==> config.mk <==
export PLATFORM = sky130hd
export DESIGN_NAME = infix_to_postfix_converter_top_flat
export DESIGN_NICKNAME = d
export VERILOG_FILES = /design/src/hw/rtl/i2p_pkg.sv /design/src/hw/rtl/i2p_in_if.sv /design/src/hw/rtl/i2p_out_if.sv /design/src/hw/rtl/i2p_prec_unit.sv /design/src/hw/rtl/i2p_stack.sv /design/src/hw/rtl/infix_to_postfix_converter_top.sv /design/src/flat_wrapper.sv
export SDC_FILE = /design/constraint.sdc
export NUM_CORES = 1
export LEC_CHECK = 0
export BUFFER_PORTS_ARGS = -buffer_cell sky130_fd_sc_hd__buf_4
export CAP_MARGIN = 20
export CORE_MARGIN = 2
export CORE_UTILIZATION = 45
export CTS_CLUSTER_DIAMETER = 50
export CTS_CLUSTER_SIZE = 8
export DETAILED_ROUTE_END_ITERATION = 7
export GPL_TIMING_DRIVEN = 0
export PLACE_DENSITY = 0.61
export SYNTH_ARGS = -nofsm -noshare
export SYNTH_HDL_FRONTEND = slang
export SYNTH_SLANG_ARGS = --single-unit
==> constraint.sdc <==
create_clock -name clk -period 7.6 [get_ports clk]
set_input_delay 0.76 -clock clk [delete_from_list [all_inputs] [get_ports clk]]
set_output_delay 0.76 -clock clk [all_outputs]
set_load 0.05 [all_outputs]
==> src/hw/rtl/i2p_pkg.sv <==
`timescale 1ns / 1ps

package i2p_pkg;

    localparam int STACK_DEPTH = 32;
    localparam int PTR_W       = $clog2(STACK_DEPTH);
    localparam int CNT_W       = $clog2(STACK_DEPTH + 1);
    localparam int SYM_W       = 8;

    localparam logic [SYM_W-1:0] CH_CARET = 8'h5E;
    localparam logic [SYM_W-1:0] CH_STAR  = 8'h2A;
    localparam logic [SYM_W-1:0] CH_SLASH = 8'h2F;
    localparam logic [SYM_W-1:0] CH_PLUS  = 8'h2B;
    localparam logic [SYM_W-1:0] CH_MINUS = 8'h2D;
    localparam logic [SYM_W-1:0] CH_OPEN  = 8'h28;
    localparam logic [SYM_W-1:0] CH_CLOSE = 8'h29;

    // stack commands from the sequencer
    typedef struct packed {
        logic push;
        logic pop;
    } stk_cmd_t;

    // verdict of the precedence unit
    typedef struct packed {
        logic is_op;      // arriving symbol is an operator or parenthesis
        logic is_close;   // arriving symbol is ')'
        logic top_paren;  // stacked top is '(' or ')'
        logic pop_top;    // stacked top goes before the arriving symbol
    } prec_res_t;

endpackage

==> src/hw/rtl/i2p_in_if.sv <==
`timescale 1ns / 1ps

interface i2p_in_if;
    import i2p_pkg::*;

    logic             valid;
    logic             ready;
    logic [SYM_W-1:0] symbol;
    logic             last;

    modport source (output valid, output symbol, output last, input ready);
    modport sink   (input valid, input symbol, input last, output ready);

endinterface

==> src/hw/rtl/i2p_out_if.sv <==
`timescale 1ns / 1ps

interface i2p_out_if;
    import i2p_pkg::*;

    logic             valid;
    logic             ready;
    logic [SYM_W-1:0] out_symbol;
    logic             has_symbol;
    logic             end_of_expression;
    logic             overflow;

    modport source (
        output valid, output out_symbol, output has_symbol,
        output end_of_expression, output overflow, input ready
    );
    modport sink (
        input valid, input out_symbol, input has_symbol,
        input end_of_expression, input overflow, output ready
    );

endinterface

==> src/hw/rtl/i2p_prec_unit.sv <==
`timescale 1ns / 1ps

module i2p_prec_unit
    import i2p_pkg::*;
(
    input  logic [SYM_W-1:0] top,
    input  logic [SYM_W-1:0] sym,
    output prec_res_t        res
);

    logic [2:0] rank_top;
    logic [2:0] rank_sym;

    // rank of the stacked character; a stacked ')' outranks everything
    always_comb
    begin
        case (top) inside
            CH_CARET:          rank_top = 3'd3;
            CH_STAR, CH_SLASH: rank_top = 3'd2;
            CH_PLUS, CH_MINUS: rank_top = 3'd1;
            CH_CLOSE:          rank_top = 3'd4;
            default:           rank_top = 3'd0;
        endcase
    end

    // rank of the arriving character; '(' outranks everything
    always_comb
    begin
        case (sym) inside
            CH_CARET:          rank_sym = 3'd3;
            CH_STAR, CH_SLASH: rank_sym = 3'd2;
            CH_PLUS, CH_MINUS: rank_sym = 3'd1;
            CH_OPEN:           rank_sym = 3'd4;
            default:           rank_sym = 3'd0;
        endcase
    end

    always_comb
    begin
        res.is_op     = (sym == CH_CARET) || (sym == CH_STAR) || (sym == CH_SLASH) ||
                        (sym == CH_PLUS) || (sym == CH_MINUS) || (sym == CH_OPEN) ||
                        (sym == CH_CLOSE);
        res.is_close  = (sym == CH_CLOSE);
        res.top_paren = (top == CH_OPEN) || (top == CH_CLOSE);
        // '(' against ')' in either order never pops
        if (((rank_top == 3'd4) && (rank_sym == 3'd4)) ||
            ((rank_top == 3'd0) && (rank_sym == 3'd0)))
        begin
            res.pop_top = 1'b0;
        end
        else
        begin
            res.pop_top = (rank_top >= rank_sym);
        end
    end

endmodule

==> src/hw/rtl/i2p_stack.sv <==
`timescale 1ns / 1ps

module i2p_stack
    import i2p_pkg::*;
(
    input  logic             clk,
    input  logic             rst_n,
    input  stk_cmd_t         cmd,
    input  logic [SYM_W-1:0] push_data,
    output logic [CNT_W-1:0] count,
    output logic [SYM_W-1:0] top,
    output logic             full
);

    logic [SYM_W-1:0] mem [STACK_DEPTH];
    logic [CNT_W-1:0] count_reg;
    logic [CNT_W-1:0] count_next;
    logic [SYM_W-1:0] top_reg;
    logic [CNT_W-1:0] rd_ptr;
    logic             do_push;

    assign full    = (count_reg == CNT_W'(STACK_DEPTH));
    assign do_push = cmd.push && !full;

    // read address tracks the top as it will stand after this cycle
    assign rd_ptr = cmd.pop ? (count_reg - CNT_W'(2)) : (count_reg - CNT_W'(1));

    always_comb
    begin
        count_next = count_reg;
        if (do_push)
        begin
            count_next = count_reg + CNT_W'(1);
        end
        else if (cmd.pop)
        begin
            count_next = count_reg - CNT_W'(1);
        end
    end

    always_ff @(posedge clk or negedge rst_n)
    begin
        if (!rst_n)
        begin
            count_reg <= '0;
        end
        else
        begin
            count_reg <= count_next;
        end
    end

    // pushed symbol bypasses the array so the top is right on the next cycle
    always_ff @(posedge clk)
    begin
        if (do_push)
        begin
            mem[count_reg[PTR_W-1:0]] <= push_data;
            top_reg                   <= push_data;
        end
        else
        begin
            top_reg <= mem[rd_ptr[PTR_W-1:0]];
        end
    end

    assign count = count_reg;
    assign top   = top_reg;

`ifndef ASSERT_OFF
    a_count_range: assert property (@(posedge clk) disable iff (!rst_n)
        count_reg <= CNT_W'(STACK_DEPTH))
        else $error("stack count beyond depth");

    a_pop_nonempty: assert property (@(posedge clk) disable iff (!rst_n)
        cmd.pop |-> (count_reg != '0))
        else $error("pop from empty stack");

    a_push_pop_excl: assert property (@(posedge clk) disable iff (!rst_n)
        !(cmd.push && cmd.pop))
        else $error("push and pop in one cycle");
`endif

endmodule

==> src/hw/rtl/infix_to_postfix_converter_top.sv <==
`timescale 1ns / 1ps

// Shunting-yard infix to postfix converter. One ASCII character per transaction
// on chars; postfix characters and a closing end marker leave on postfix. The
// block takes a character only when its sequencer is idle. The sequencer
// registers an accepted character in its idle state and then works on it in
// execute steps; every stacked symbol popped (mid-expression or in the final
// flush) takes a step of its own, the stack array having one read port whose
// registered output is the only view of the top. The end marker takes a
// further step of the flush. A stalled postfix sink holds the sequencer in
// whichever step wants to emit. Overflow reports a dropped push in the current
// expression and clears with the end marker.
module infix_to_postfix_converter_top
    import i2p_pkg::*;
(
    input  logic      clk,
    input  logic      rst_n,
    i2p_in_if.sink    chars,
    i2p_out_if.source postfix
);

    typedef enum logic [1:0] {
        ST_IDLE,
        ST_EXEC,
        ST_FLUSH
    } state_t;

    state_t           state_reg;
    state_t           state_next;
    logic [SYM_W-1:0] sym_reg;
    logic [SYM_W-1:0] sym_next;
    logic             last_reg;
    logic             last_next;
    logic             ovf_reg;
    logic             ovf_next;

    logic             ovalid_reg;
    logic             ovalid_next;
    logic [SYM_W-1:0] osym_reg;
    logic [SYM_W-1:0] osym_next;
    logic             ohas_reg;
    logic             ohas_next;
    logic             oend_reg;
    logic             oend_next;
    logic             oovf_reg;
    logic             oovf_next;

    logic             emit;
    logic [SYM_W-1:0] emit_sym;
    logic             emit_end;
    logic             out_free;

    stk_cmd_t         cmd;
    logic [CNT_W-1:0] stk_count;
    logic [SYM_W-1:0] stk_top;
    logic             stk_full;
    logic             stk_empty;
    prec_res_t        prec;

    i2p_stack u_stack (
        .clk       (clk),
        .rst_n     (rst_n),
        .cmd       (cmd),
        .push_data (sym_reg),
        .count     (stk_count),
        .top       (stk_top),
        .full      (stk_full)
    );

    i2p_prec_unit u_prec (
        .top (stk_top),
        .sym (sym_reg),
        .res (prec)
    );

    assign stk_empty = (stk_count == '0);
    assign out_free  = !ovalid_reg || postfix.ready;

    always_comb
    begin
        state_next = state_reg;
        sym_next   = sym_reg;
        last_next  = last_reg;
        ovf_next   = ovf_reg;
        cmd        = '0;
        emit       = 1'b0;
        emit_sym   = stk_top;
        emit_end   = 1'b0;

        unique case (state_reg)
            ST_IDLE:
            begin
                if (chars.valid)
                begin
                    sym_next   = chars.symbol;
                    last_next  = chars.last;
                    state_next = ST_EXEC;
                end
            end

            ST_EXEC:
            begin
                if (!prec.is_op)
                begin
                    if (out_free)
                    begin
                        emit       = 1'b1;
                        emit_sym   = sym_reg;
                        state_next = last_reg ? ST_FLUSH : ST_IDLE;
                    end
                end
                else if (!stk_empty && prec.pop_top)
                begin
                    // parentheses leave the stack silently
                    if (prec.top_paren)
                    begin
                        cmd.pop = 1'b1;
                    end
                    else if (out_free)
                    begin
                        cmd.pop = 1'b1;
                        emit    = 1'b1;
                    end
                end
                else
                begin
                    if (stk_empty || !prec.is_close)
                    begin
                        cmd.push = 1'b1;
                        if (stk_full)
                        begin
                            ovf_next = 1'b1;
                        end
                    end
                    else
                    begin
                        // drop the matching open parenthesis
                        cmd.pop = 1'b1;
                    end
                    state_next = last_reg ? ST_FLUSH : ST_IDLE;
                end
            end

            ST_FLUSH:
            begin
                if (!stk_empty)
                begin
                    if (prec.top_paren)
                    begin
                        cmd.pop = 1'b1;
                    end
                    else if (out_free)
                    begin
                        cmd.pop = 1'b1;
                        emit    = 1'b1;
                    end
                end
                else if (out_free)
                begin
                    emit       = 1'b1;
                    emit_sym   = '0;
                    emit_end   = 1'b1;
                    ovf_next   = 1'b0;
                    state_next = ST_IDLE;
                end
            end

            default:
            begin
                state_next = ST_IDLE;
            end
        endcase
    end

    always_comb
    begin
        ovalid_next = ovalid_reg && !postfix.ready;
        osym_next   = osym_reg;
        ohas_next   = ohas_reg;
        oend_next   = oend_reg;
        oovf_next   = oovf_reg;
        if (emit)
        begin
            ovalid_next = 1'b1;
            osym_next   = emit_sym;
            ohas_next   = !emit_end;
            oend_next   = emit_end;
            oovf_next   = ovf_reg;
        end
    end

    always_ff @(posedge clk or negedge rst_n)
    begin
        if (!rst_n)
        begin
            state_reg  <= ST_IDLE;
            last_reg   <= 1'b0;
            ovf_reg    <= 1'b0;
            ovalid_reg <= 1'b0;
        end
        else
        begin
            state_reg  <= state_next;
            last_reg   <= last_next;
            ovf_reg    <= ovf_next;
            ovalid_reg <= ovalid_next;
        end
    end

    always_ff @(posedge clk)
    begin
        sym_reg  <= sym_next;
        osym_reg <= osym_next;
        ohas_reg <= ohas_next;
        oend_reg <= oend_next;
        oovf_reg <= oovf_next;
    end

    assign chars.ready               = (state_reg == ST_IDLE);
    assign postfix.valid             = ovalid_reg;
    assign postfix.out_symbol        = osym_reg;
    assign postfix.has_symbol        = ohas_reg;
    assign postfix.end_of_expression = oend_reg;
    assign postfix.overflow          = oovf_reg;

`ifndef ASSERT_OFF
    a_marker_fields: assert property (@(posedge clk) disable iff (!rst_n)
        (ovalid_reg && oend_reg) |-> (!ohas_reg && (osym_reg == '0)))
        else $error("end marker carries a character");

    a_marker_clears_ovf: assert property (@(posedge clk) disable iff (!rst_n)
        (emit && emit_end) |=> (!ovf_reg && (state_reg == ST_IDLE)))
        else $error("overflow not cleared after end marker");

    a_out_hold: assert property (@(posedge clk) disable iff (!rst_n)
        (ovalid_reg && !postfix.ready) |=>
            (ovalid_reg && $stable(osym_reg) && $stable(ohas_reg) &&
             $stable(oend_reg) && $stable(oovf_reg)))
        else $error("postfix transaction changed while stalled");
`endif

endmodule
==> src/flat_wrapper.sv <==
// flat-port wrapper written by rule: the top's interface ports become plain ports
module infix_to_postfix_converter_top_flat import i2p_pkg::*;
  (clk, rst_n, chars_valid, chars_symbol, chars_last, chars_ready, postfix_valid, postfix_out_symbol, postfix_has_symbol, postfix_end_of_expression, postfix_overflow, postfix_ready);
  i2p_in_if chars_i ();
  i2p_out_if postfix_i ();
  input  logic clk;
  input  logic rst_n;
  input wire logic [$bits(chars_i.valid)-1:0] chars_valid;
  input wire logic [$bits(chars_i.symbol)-1:0] chars_symbol;
  input wire logic [$bits(chars_i.last)-1:0] chars_last;
  output wire logic [$bits(chars_i.ready)-1:0] chars_ready;
  output wire logic [$bits(postfix_i.valid)-1:0] postfix_valid;
  output wire logic [$bits(postfix_i.out_symbol)-1:0] postfix_out_symbol;
  output wire logic [$bits(postfix_i.has_symbol)-1:0] postfix_has_symbol;
  output wire logic [$bits(postfix_i.end_of_expression)-1:0] postfix_end_of_expression;
  output wire logic [$bits(postfix_i.overflow)-1:0] postfix_overflow;
  input wire logic [$bits(postfix_i.ready)-1:0] postfix_ready;
  assign chars_i.valid = chars_valid;
  assign chars_i.symbol = chars_symbol;
  assign chars_i.last = chars_last;
  assign chars_ready = chars_i.ready;
  assign postfix_valid = postfix_i.valid;
  assign postfix_out_symbol = postfix_i.out_symbol;
  assign postfix_has_symbol = postfix_i.has_symbol;
  assign postfix_end_of_expression = postfix_i.end_of_expression;
  assign postfix_overflow = postfix_i.overflow;
  assign postfix_i.ready = postfix_ready;
  infix_to_postfix_converter_top u_core (.clk(clk), .rst_n(rst_n), .chars(chars_i), .postfix(postfix_i));
endmodule
==> impl_results.md, run 1 <==
* Result of the run: complete, no violations
* # hold bufs at CTS at 0
* Library cell contributing the largest single delay on the critical path: sky130_fd_sc_hd__clkbuf_1
* Net count after synthesis at 1049
* Most crowded layer after global routing: met2
* Antenna Diode Count at 0
* Async set-or-reset flop fraction in the synthesized netlist at 0.0374
* Post-layout min period at 6670 ps
* Count of cells along the worst register-to-register path at 16
* Arrival time worst endpoint at a little over 7000 ps
* RR Startpoint: u_core.u_stack.count[0]
* Average instance area after synthesis at between 10 and 15 um2
* Register-to-register path setup slack at about 930 ps
* Largest area contributor in the netlist: sky130_fd_sc_hd__edfxtp_1
* Count of filler cells inserted in the layout at around 2600
* Portion of the post-synthesis area used by sequential elements at 0.618
* GR Layer Usage met3 at 0.0548
* Combinational family with the most area after synthesis: multiplexers
* Total wire length at ~43000 um
* Synth-to-Final Area Change at 15.5%
* Cell variety after synth at 73
* Number of buffers created by CTS at 44
* Number of flip-flops and latches in the synthesized netlist at 294
* Antenna violations before repair at 0
* Area taken by multi-input logic gates at 5030 um2
* GRT met1 Usage at 0.350
* Max clock buf depth at 3
* Portion of the clock cycle consumed by the worst path in the final layout at 0.877
* Cell area power density at ~460 nW/um2
* Share of the synthesized area in the top cell type at 0.587
* Placeable core area at about 31000 um2
* Worst Clk Skew at about 13 ps
* Worst Path Buf+Inv at 6
* Floorplan die height at about 180 um
* 1st-pass router iterations at 5
* First-pass GRT wire length at ~63000 um
* FF+latch area at between 8000 and 9000 um2
* Worst R2R End: u_core.u_stack.top[7]
* Critical Path Stages at 16
* Worst-Skew Late Latency at ~530 ps
* Global-route met2 utilization at 0.409
* Vias in the first global route at between 9000 and 10000
* Maximum vdd ir drop at 0.202 mV
* Final-report max-slew violation count at 0
* Hold Path Class: in -> async
* Largest net degree at the start of global routing at 28
* Routability Congestion at around 0.93
* Finish-stage setup viols at 0
* List of cells traversed by the critical path: clkbuf_1 -> clkinv_1 -> clkbuf_1 -> ha_1 -> or3b_1 -> nor3_1 -> a211oi_1 -> o211a_1 -> o211ai_2 -> buf_2 -> buf_2 -> clkbuf_1 -> mux2i_1 -> a32oi_1 -> a31oi_1 -> o32ai_1
* Complex-gate fraction of the synthesized area at 0.108
* Die footprint at between 30000 and 40000 um2
* Synth warnings at 0
* Number of enable flip-flop cells after synthesis at 275
* Starting Density at 0.459
* Final Power at 7.41 mW
* Average detailed-routed wire length per instance at about 28 um
* Critical Path Start: u_core.u_stack.count[0]
* Number of remaining DRC errors at 0
* Detailed placer's ending HPWL at slightly below 30000 um
* Detailed router's first-iteration violation count at between 1000 and 1500
* Post-route non-filler standard cell count at ~1500
* Max-slew headroom at 0.219
* Flip-flop cell with the highest count after synthesis: sky130_fd_sc_hd__edfxtp_1
* Post-synthesis xor/xnor area fraction at 0.0113
* Pleak at 5.47 nW
* Clock Pin Slew Worst Setup and Hold Paths at roughly 50 ps
* Final non-filler cell area at around 16000 um2
* Number of vias per cell after detailed routing at around 6.5
* CP startpoint kind: register
* CP endpoint kind: register
* GRT Residual Overflow at 0
* Cell occurring most often along the worst timing path: sky130_fd_sc_hd__clkbuf_1
* Remaining number of nets flagged by the antenna check after routing at 0
* Die Wd at ~180 um
* Max H-tree Level at 2
* Critical path destination: u_core.u_stack.top[7]
* Cell Area, Placed at ~15000 um2
* CP peak stage delay at approximately 800 ps
* # clock sinks at around 290
* GRT Resource Usage Total at 0.261
* Final hold slack at between 70 and 80 ps
* Final hold violations at 0
* Number of port buffers at 25
* Adder-Cell Fraction of Synth Area at 0.0116
* Fin Setup TNS at 0 ps
* Required @ worst endpoint at 7970 ps
* Setup repair after global routing missed its margin: no
* Highest attainable clock frequency at between 100 and 150 MHz
* Final #Nets at 1131
* Share of synthesized cell area in and, or, nand and nor gates at 0.0904
* Count of vias placed by the detailed router at 9858
* Proportion of synthesized area in mux cells at 0.137
* Leading post-synthesis cells by cell area: sky130_fd_sc_hd__edfxtp_1 (59%), sky130_fd_sc_hd__mux2i_1 (6.8%), sky130_fd_sc_hd__mux4_2 (5.6%), sky130_fd_sc_hd__nand2_1 (2.3%), sky130_fd_sc_hd__dfrtp_1 (2.0%)
* Cell at the root of the clock tree: sky130_fd_sc_hd__clkbuf_16
* Gate Count Post-Synth at about 1000
* Pin slew with the least headroom to its limit at approximately 1200 ps
* Critical path fanouts, max at 11
* Max-capacitance violation count at 0
* Number of cell rows at 64
* Largest delay share family, worst path: buffers and inverters
* Total instance count after detailed placement at around 1500
* Layout cell share with drive strength beyond 1 at 0.151
* Flip-flop count of the largest register, all copies and words added at between 200 and 300
* Synthesized cell area at 14100 um2
* Top Ports at 26
* Number of resized instances in the post-cts repair step at 0
* Setup Buffers After CTS at 0
* Classification of the worst setup path: reg -> reg
* TritonCTS clock tree: built
cell families (layout without fill, tap and decap cells):
logic type	count (synthesis)	count (layout)
AOI/OAI and AO/OA	208	208
and+or+nand+nor	266	266
xor gates and xnor gates	13	13
adders and majority gates	13	13
buffers and inverters	83	186
muxes	146	146
DFF	294	294
final cells by class:
| class | count | area share |
|---|---|---|
| inverter | 19 | 0.00439 |
| tap | 396 | 0.0305 |
| clock buffer | 63 | 0.0760 |
| clock inverter | 4 | 0.00200 |
| timing repair buffer | 36 | 0.0256 |
| buffer | 64 | 0.0166 |
| sequential | 294 | 0.535 |
| multi-input combinational | 646 | 0.310 |
metal layers:
layer | part of all wire | wire length, um
met5 | 0 | 0
met4 | 0.048 | 2070
met3 | 0.10 | 4390
met2 | 0.46 | 19700
met1 | 0.39 | 16900
layout by cell type (no fill, tap or decap), types with 9 or more instances in the layout:
cell,n
sky130_fd_sc_hd__buf_4,29
sky130_fd_sc_hd__a21oi_1,29
sky130_fd_sc_hd__a221oi_1,12
sky130_fd_sc_hd__dfrtp_1,11
sky130_fd_sc_hd__a2111oi_0,9
sky130_fd_sc_hd__buf_1,9
sky130_fd_sc_hd__clkbuf_16,46
sky130_fd_sc_hd__o221ai_1,23
sky130_fd_sc_hd__o22ai_1,13
sky130_fd_sc_hd__mux4_2,35
sky130_fd_sc_hd__or3_1,11
sky130_fd_sc_hd__nand3_1,26
sky130_fd_sc_hd__buf_2,13
sky130_fd_sc_hd__edfxtp_1,275
sky130_fd_sc_hd__nand4_1,9
sky130_fd_sc_hd__nor2_1,59
sky130_fd_sc_hd__mux2_2,14
sky130_fd_sc_hd__clkbuf_1,55
sky130_fd_sc_hd__ha_1,13
sky130_fd_sc_hd__o21ai_0,36
sky130_fd_sc_hd__nand2_1,88
sky130_fd_sc_hd__mux2i_1,96
sky130_fd_sc_hd__nor3_1,29
sky130_fd_sc_hd__inv_1,15
sky130_fd_sc_hd__nand2b_1,9
cell usage after synthesis, types with 3 or more instances:
cell                        count
sky130_fd_sc_hd__nand2b_1       9
sky130_fd_sc_hd__a221oi_1      12
sky130_fd_sc_hd__a211oi_1       7
sky130_fd_sc_hd__clkinv_1       4
sky130_fd_sc_hd__nand4_1        9
sky130_fd_sc_hd__a221o_1        3
sky130_fd_sc_hd__mux2_2        14
sky130_fd_sc_hd__o32ai_1        8
sky130_fd_sc_hd__o21ai_0       36
sky130_fd_sc_hd__clkbuf_1      40
sky130_fd_sc_hd__edfxtp_1     275
sky130_fd_sc_hd__nand3_1       26
sky130_fd_sc_hd__o31ai_1        5
sky130_fd_sc_hd__o2111ai_1      5
sky130_fd_sc_hd__o211ai_1       7
sky130_fd_sc_hd__nand2_1       88
sky130_fd_sc_hd__a22o_1         8
sky130_fd_sc_hd__and3_1         4
sky130_fd_sc_hd__nor2_1        59
sky130_fd_sc_hd__a311oi_1       5
sky130_fd_sc_hd__or2_2          4
sky130_fd_sc_hd__a2111oi_0      9
sky130_fd_sc_hd__a31oi_1        8
sky130_fd_sc_hd__o21a_1         6
sky130_fd_sc_hd__a32oi_1        6
sky130_fd_sc_hd__o22ai_1       13
sky130_fd_sc_hd__o221a_2        3
sky130_fd_sc_hd__xnor2_1        8
sky130_fd_sc_hd__ha_1          13
sky130_fd_sc_hd__nor3_1        29
sky130_fd_sc_hd__dfrtp_1       11
sky130_fd_sc_hd__o221ai_1      23
sky130_fd_sc_hd__mux4_2        35
sky130_fd_sc_hd__buf_2         12
sky130_fd_sc_hd__a21oi_1       29
sky130_fd_sc_hd__nor2b_1        6
sky130_fd_sc_hd__mux2i_1       96
sky130_fd_sc_hd__nor4_1         4
sky130_fd_sc_hd__dfxtp_1        8
sky130_fd_sc_hd__inv_1         15
sky130_fd_sc_hd__or3_1         11
sky130_fd_sc_hd__buf_1          9
where the power goes:
group          internal (mW)  switching, mW
logic                   1.23           2.37
clock network           1.11          0.668
registers               1.94          0.100
worst min-delay path by stage:
stage / slack, ps / start / cells after the start / endpoint
3_3_place_gp: 430 / u_core.ovf_reg / 0 / u_core.postfix.overflow
4_1_cts: 70 / rst_n / 1 / u_core.postfix.valid
3_5_place_dp: 430 / u_core.ovf_reg / 0 / u_core.postfix.overflow
5_1_grt: 80 / rst_n / 1 / u_core.state_reg[1]
2_1_floorplan: 420 / u_core.ovf_reg / 0 / u_core.postfix.overflow
6_report: 80 / rst_n / 1 / u_core.state_reg[1]
through the flow:
step / setup WS [ps] / utilization
final: 932 / 0.530
after global routing: 796 / 0.530
after CTS: 1240 / 0.529
after detailed placement: 1280 / 0.488
after global placement: 1150 / 0.481
after floorplan: 3290 / -
Note: power is estimated with default switching activity, not from simulation.
==> run 2: changes to the inputs <==
--- a/config.mk
+++ b/config.mk
@@ -14,6 +14,7 @@
 export DETAILED_ROUTE_END_ITERATION = 7
 export GPL_TIMING_DRIVEN = 0
 export PLACE_DENSITY = 0.61
+export REMOVE_ABC_BUFFERS = 1
 export SYNTH_ARGS = -nofsm -noshare
 export SYNTH_HDL_FRONTEND = slang
 export SYNTH_SLANG_ARGS = --single-unit
==> run 2 against run 1 <==
Compared with the run above: sequential power grew 4%; utilization grew 0.13 points; clock skew grew 6.5 ps; highest routed layer unchanged.
==> impl_results.md, run 2 (same netlist as run 1, synthesis figures left out) <==
* Placeable core area at around 30000 um2
* Count of vias placed by the detailed router at 9285
* Synth-to-Final Area Change at 15.8%
* Max-capacitance violation count at 0
* TritonCTS clock tree: built
* Worst Setup Slack post-DPL at around 1400 ps
* Fraction of power consumed by combinational cells at 0.462
* Average detailed-routed wire length per instance at between 20 and 30 um
* First-pass GRT wire length at around 56000 um
* Number of resized instances in the post-cts repair step at 0
* Required @ worst endpoint at ~8000 ps
* Cell area power density at around 440 nW/um2
* GRT Residual Overflow at 0
* Clock Pin Slew Worst Setup and Hold Paths at roughly 50 ps
* # hold bufs at CTS at 0
* Maximum vdd ir drop at 0.242 mV
* Arrival time worst endpoint at ~6500 ps
* Layout cell share with drive strength beyond 1 at 0.157
* Largest delay share family, worst path: compound AO/OA/AOI/OAI gates
* Detailed placer's ending HPWL at about 24000 um
* Die Wd at 181 um
* Setup Buffers After CTS at 0
* Final hold violations at 0
* Most frequent cells in the layout: sky130_fd_sc_hd__edfxtp_1 (275), sky130_fd_sc_hd__mux2i_1 (96), sky130_fd_sc_hd__nand2_1 (88), sky130_fd_sc_hd__nor2_1 (59), sky130_fd_sc_hd__clkbuf_16 (44)
* Number of vias per cell after detailed routing at around 6.3
* Pin slew with the least headroom to its limit at ~1100 ps
* Vias in the first global route at between 9000 and 10000
* Final hold slack at 74.7 ps
* Portion of the clock cycle consumed by the worst path in the final layout at 0.805
* Post-route non-filler standard cell count at about 1500
* CP startpoint kind: register
* Max H-tree Level at 2
* CP endpoint kind: register
* GRT Resource Usage Total at 0.227
* Total instance count after detailed placement at 1400
* Max clock buf depth at 3
* Least setup slack across all paths after layout at between 1000 and 1500 ps
* FF+latch area at 8700 um2
* Area taken by multi-input logic gates at 5070 um2
* Floorplan die height at 181 um
* Number of port buffers at 25
* Setup repair after global routing missed its margin: no
* Worst Path Buf+Inv at 2
* Final non-filler cell area at 16300 um2
* Flip-flop count of the largest register, all copies and words added at approximately 260
* Most frequent standard cell in the layout excluding fill and tap cells: sky130_fd_sc_hd__edfxtp_1
* # clock sinks at about 290
* Total wire length at between 30000 and 40000 um
* Antenna Diode Count at 0
* CP peak stage delay at about 780 ps
* Worst Clk Skew at 19.3 ps
* Final core area utilization at 0.531
* RR Startpoint: u_core.u_stack.count[0]
* Routability Congestion at 0.853
* Antenna violations before repair at 0
* NetSw at 2.89 mW
* Detailed router's first-iteration violation count at roughly 1100
* Largest net degree at the start of global routing at between 60 and 70
* Clock network fraction of total power at 0.242
* Result of the run: complete, no violations
* Pleak at approximately 5.5 nW
* Die footprint at 32700 um2
* 1st-pass router iterations at 5
* Cell Area, Placed at around 15000 um2
* Number of buffers created by CTS at 43
* Remaining number of nets flagged by the antenna check after routing at 0
* Critical path fanouts, max at 63
* Count of cells along the worst register-to-register path at 13
* Highest attainable clock frequency at about 160 MHz
* Library cell contributing the largest single delay on the critical path: sky130_fd_sc_hd__dfrtp_4
* Sequential power share at 0.296
* Count of filler cells inserted in the layout at 2552
* Final-report max-slew violation count at 0
* List of cells traversed by the critical path: buf_16 -> clkinv_1 -> ha_4 -> or3b_1 -> or3_1 -> nand2_1 -> o21ai_0 -> o211a_4 -> mux2_4 -> xnor2_4 -> o2111ai_1 -> a311o_1 -> a311oi_1
* Starting Density at 0.459
* Classification of the worst setup path: reg -> reg
* Top Ports at 26
* Post-layout min period at about 6000 ps
* Number of cell rows at between 60 and 70
* Worst R2R End: u_core.u_stack.top[5]
* Cell at the root of the clock tree: sky130_fd_sc_hd__clkbuf_16
* Max-slew headroom at 0.276
* Cell internal pwr at 4.30 mW
* Number of remaining DRC errors at 0
* Switching power as a share of total power at 0.401
* Worst-Skew Late Latency at approximately 540 ps
* Finish-stage setup viols at 0
* Register-to-register path setup slack at 1480 ps
* Hold Path Class: in -> async
* Final #Nets at roughly 1100
run 2: cell types whose count changed in the layout (fill, tap and decap cells not counted), moves of 2 or more:
cell	delta
sky130_fd_sc_hd__dfrtp_1	-2
sky130_fd_sc_hd__dfrtp_4	+2
sky130_fd_sc_hd__xnor2_1	-2
sky130_fd_sc_hd__xnor2_2	+2
sky130_fd_sc_hd__buf_16	+9
sky130_fd_sc_hd__clkbuf_16	-2
sky130_fd_sc_hd__clkbuf_1	-31
sky130_fd_sc_hd__buf_2	-12
sky130_fd_sc_hd__buf_4	-2
sky130_fd_sc_hd__buf_1	-9
run 2: power groups by stage:
| stage | Sequential [mW] | Combinational, mW | Clock, mW |
|---|---|---|---|
| finish | 2.13 | 3.32 | 1.74 |
| detailed placement | 2.16 | 3.24 | 0 |
| global placement | 2.32 | 2.99 | 0 |
| global route | 2.15 | 3.53 | 1.83 |
| floorplan | 2.27 | 1.97 | 0 |
| CTS | 2.13 | 3.26 | 1.77 |
run 2: final cells by class:
class	count	share of cell area
clock inverters	4	0.00207
inverters	19	0.00438
repair buffers	48	0.0433
clock buffers	69	0.0740
multi-input cells	646	0.312
flip-flops and latches	294	0.534
well taps	396	0.0304
run 2: worst max-delay path by stage:
stage | slack (ps) | end | depth (start not counted) | startpoint
floorplan | -480 | u_core.u_stack.top[6] | 12 | u_core.u_stack.count[0]
global placement | -4850 | u_core.u_stack.top[0] | 12 | u_core.u_stack.count[0]
detailed placement | 1400 | u_core.u_stack.top[0] | 13 | u_core.u_stack.count[0]
CTS | 1340 | u_core.u_stack.top[0] | 13 | u_core.u_stack.count[0]
global route | 1130 | u_core.u_stack.top[5] | 13 | u_core.u_stack.count[0]
finish | 1480 | u_core.u_stack.top[5] | 13 | u_core.u_stack.count[0]
run 2: through the flow:
stage | total power, mW | TNS, ps
5_1_grt | 7.51 | 0
4_1_cts | 7.16 | 0
2_1_floorplan | 4.23 | -2710
3_3_place_gp | 5.31 | -1072660
3_5_place_dp | 5.40 | 0
6_report | 7.19 | 0
run 2: routing by layer:
layer,share of wire,wire (um),GRT usage
met2,0.46,17200,0.349
met3,0.073,2720,0.0415
met5,0,0,0
met4,0.035,1320,0.0868
met1,0.43,16000,0.323
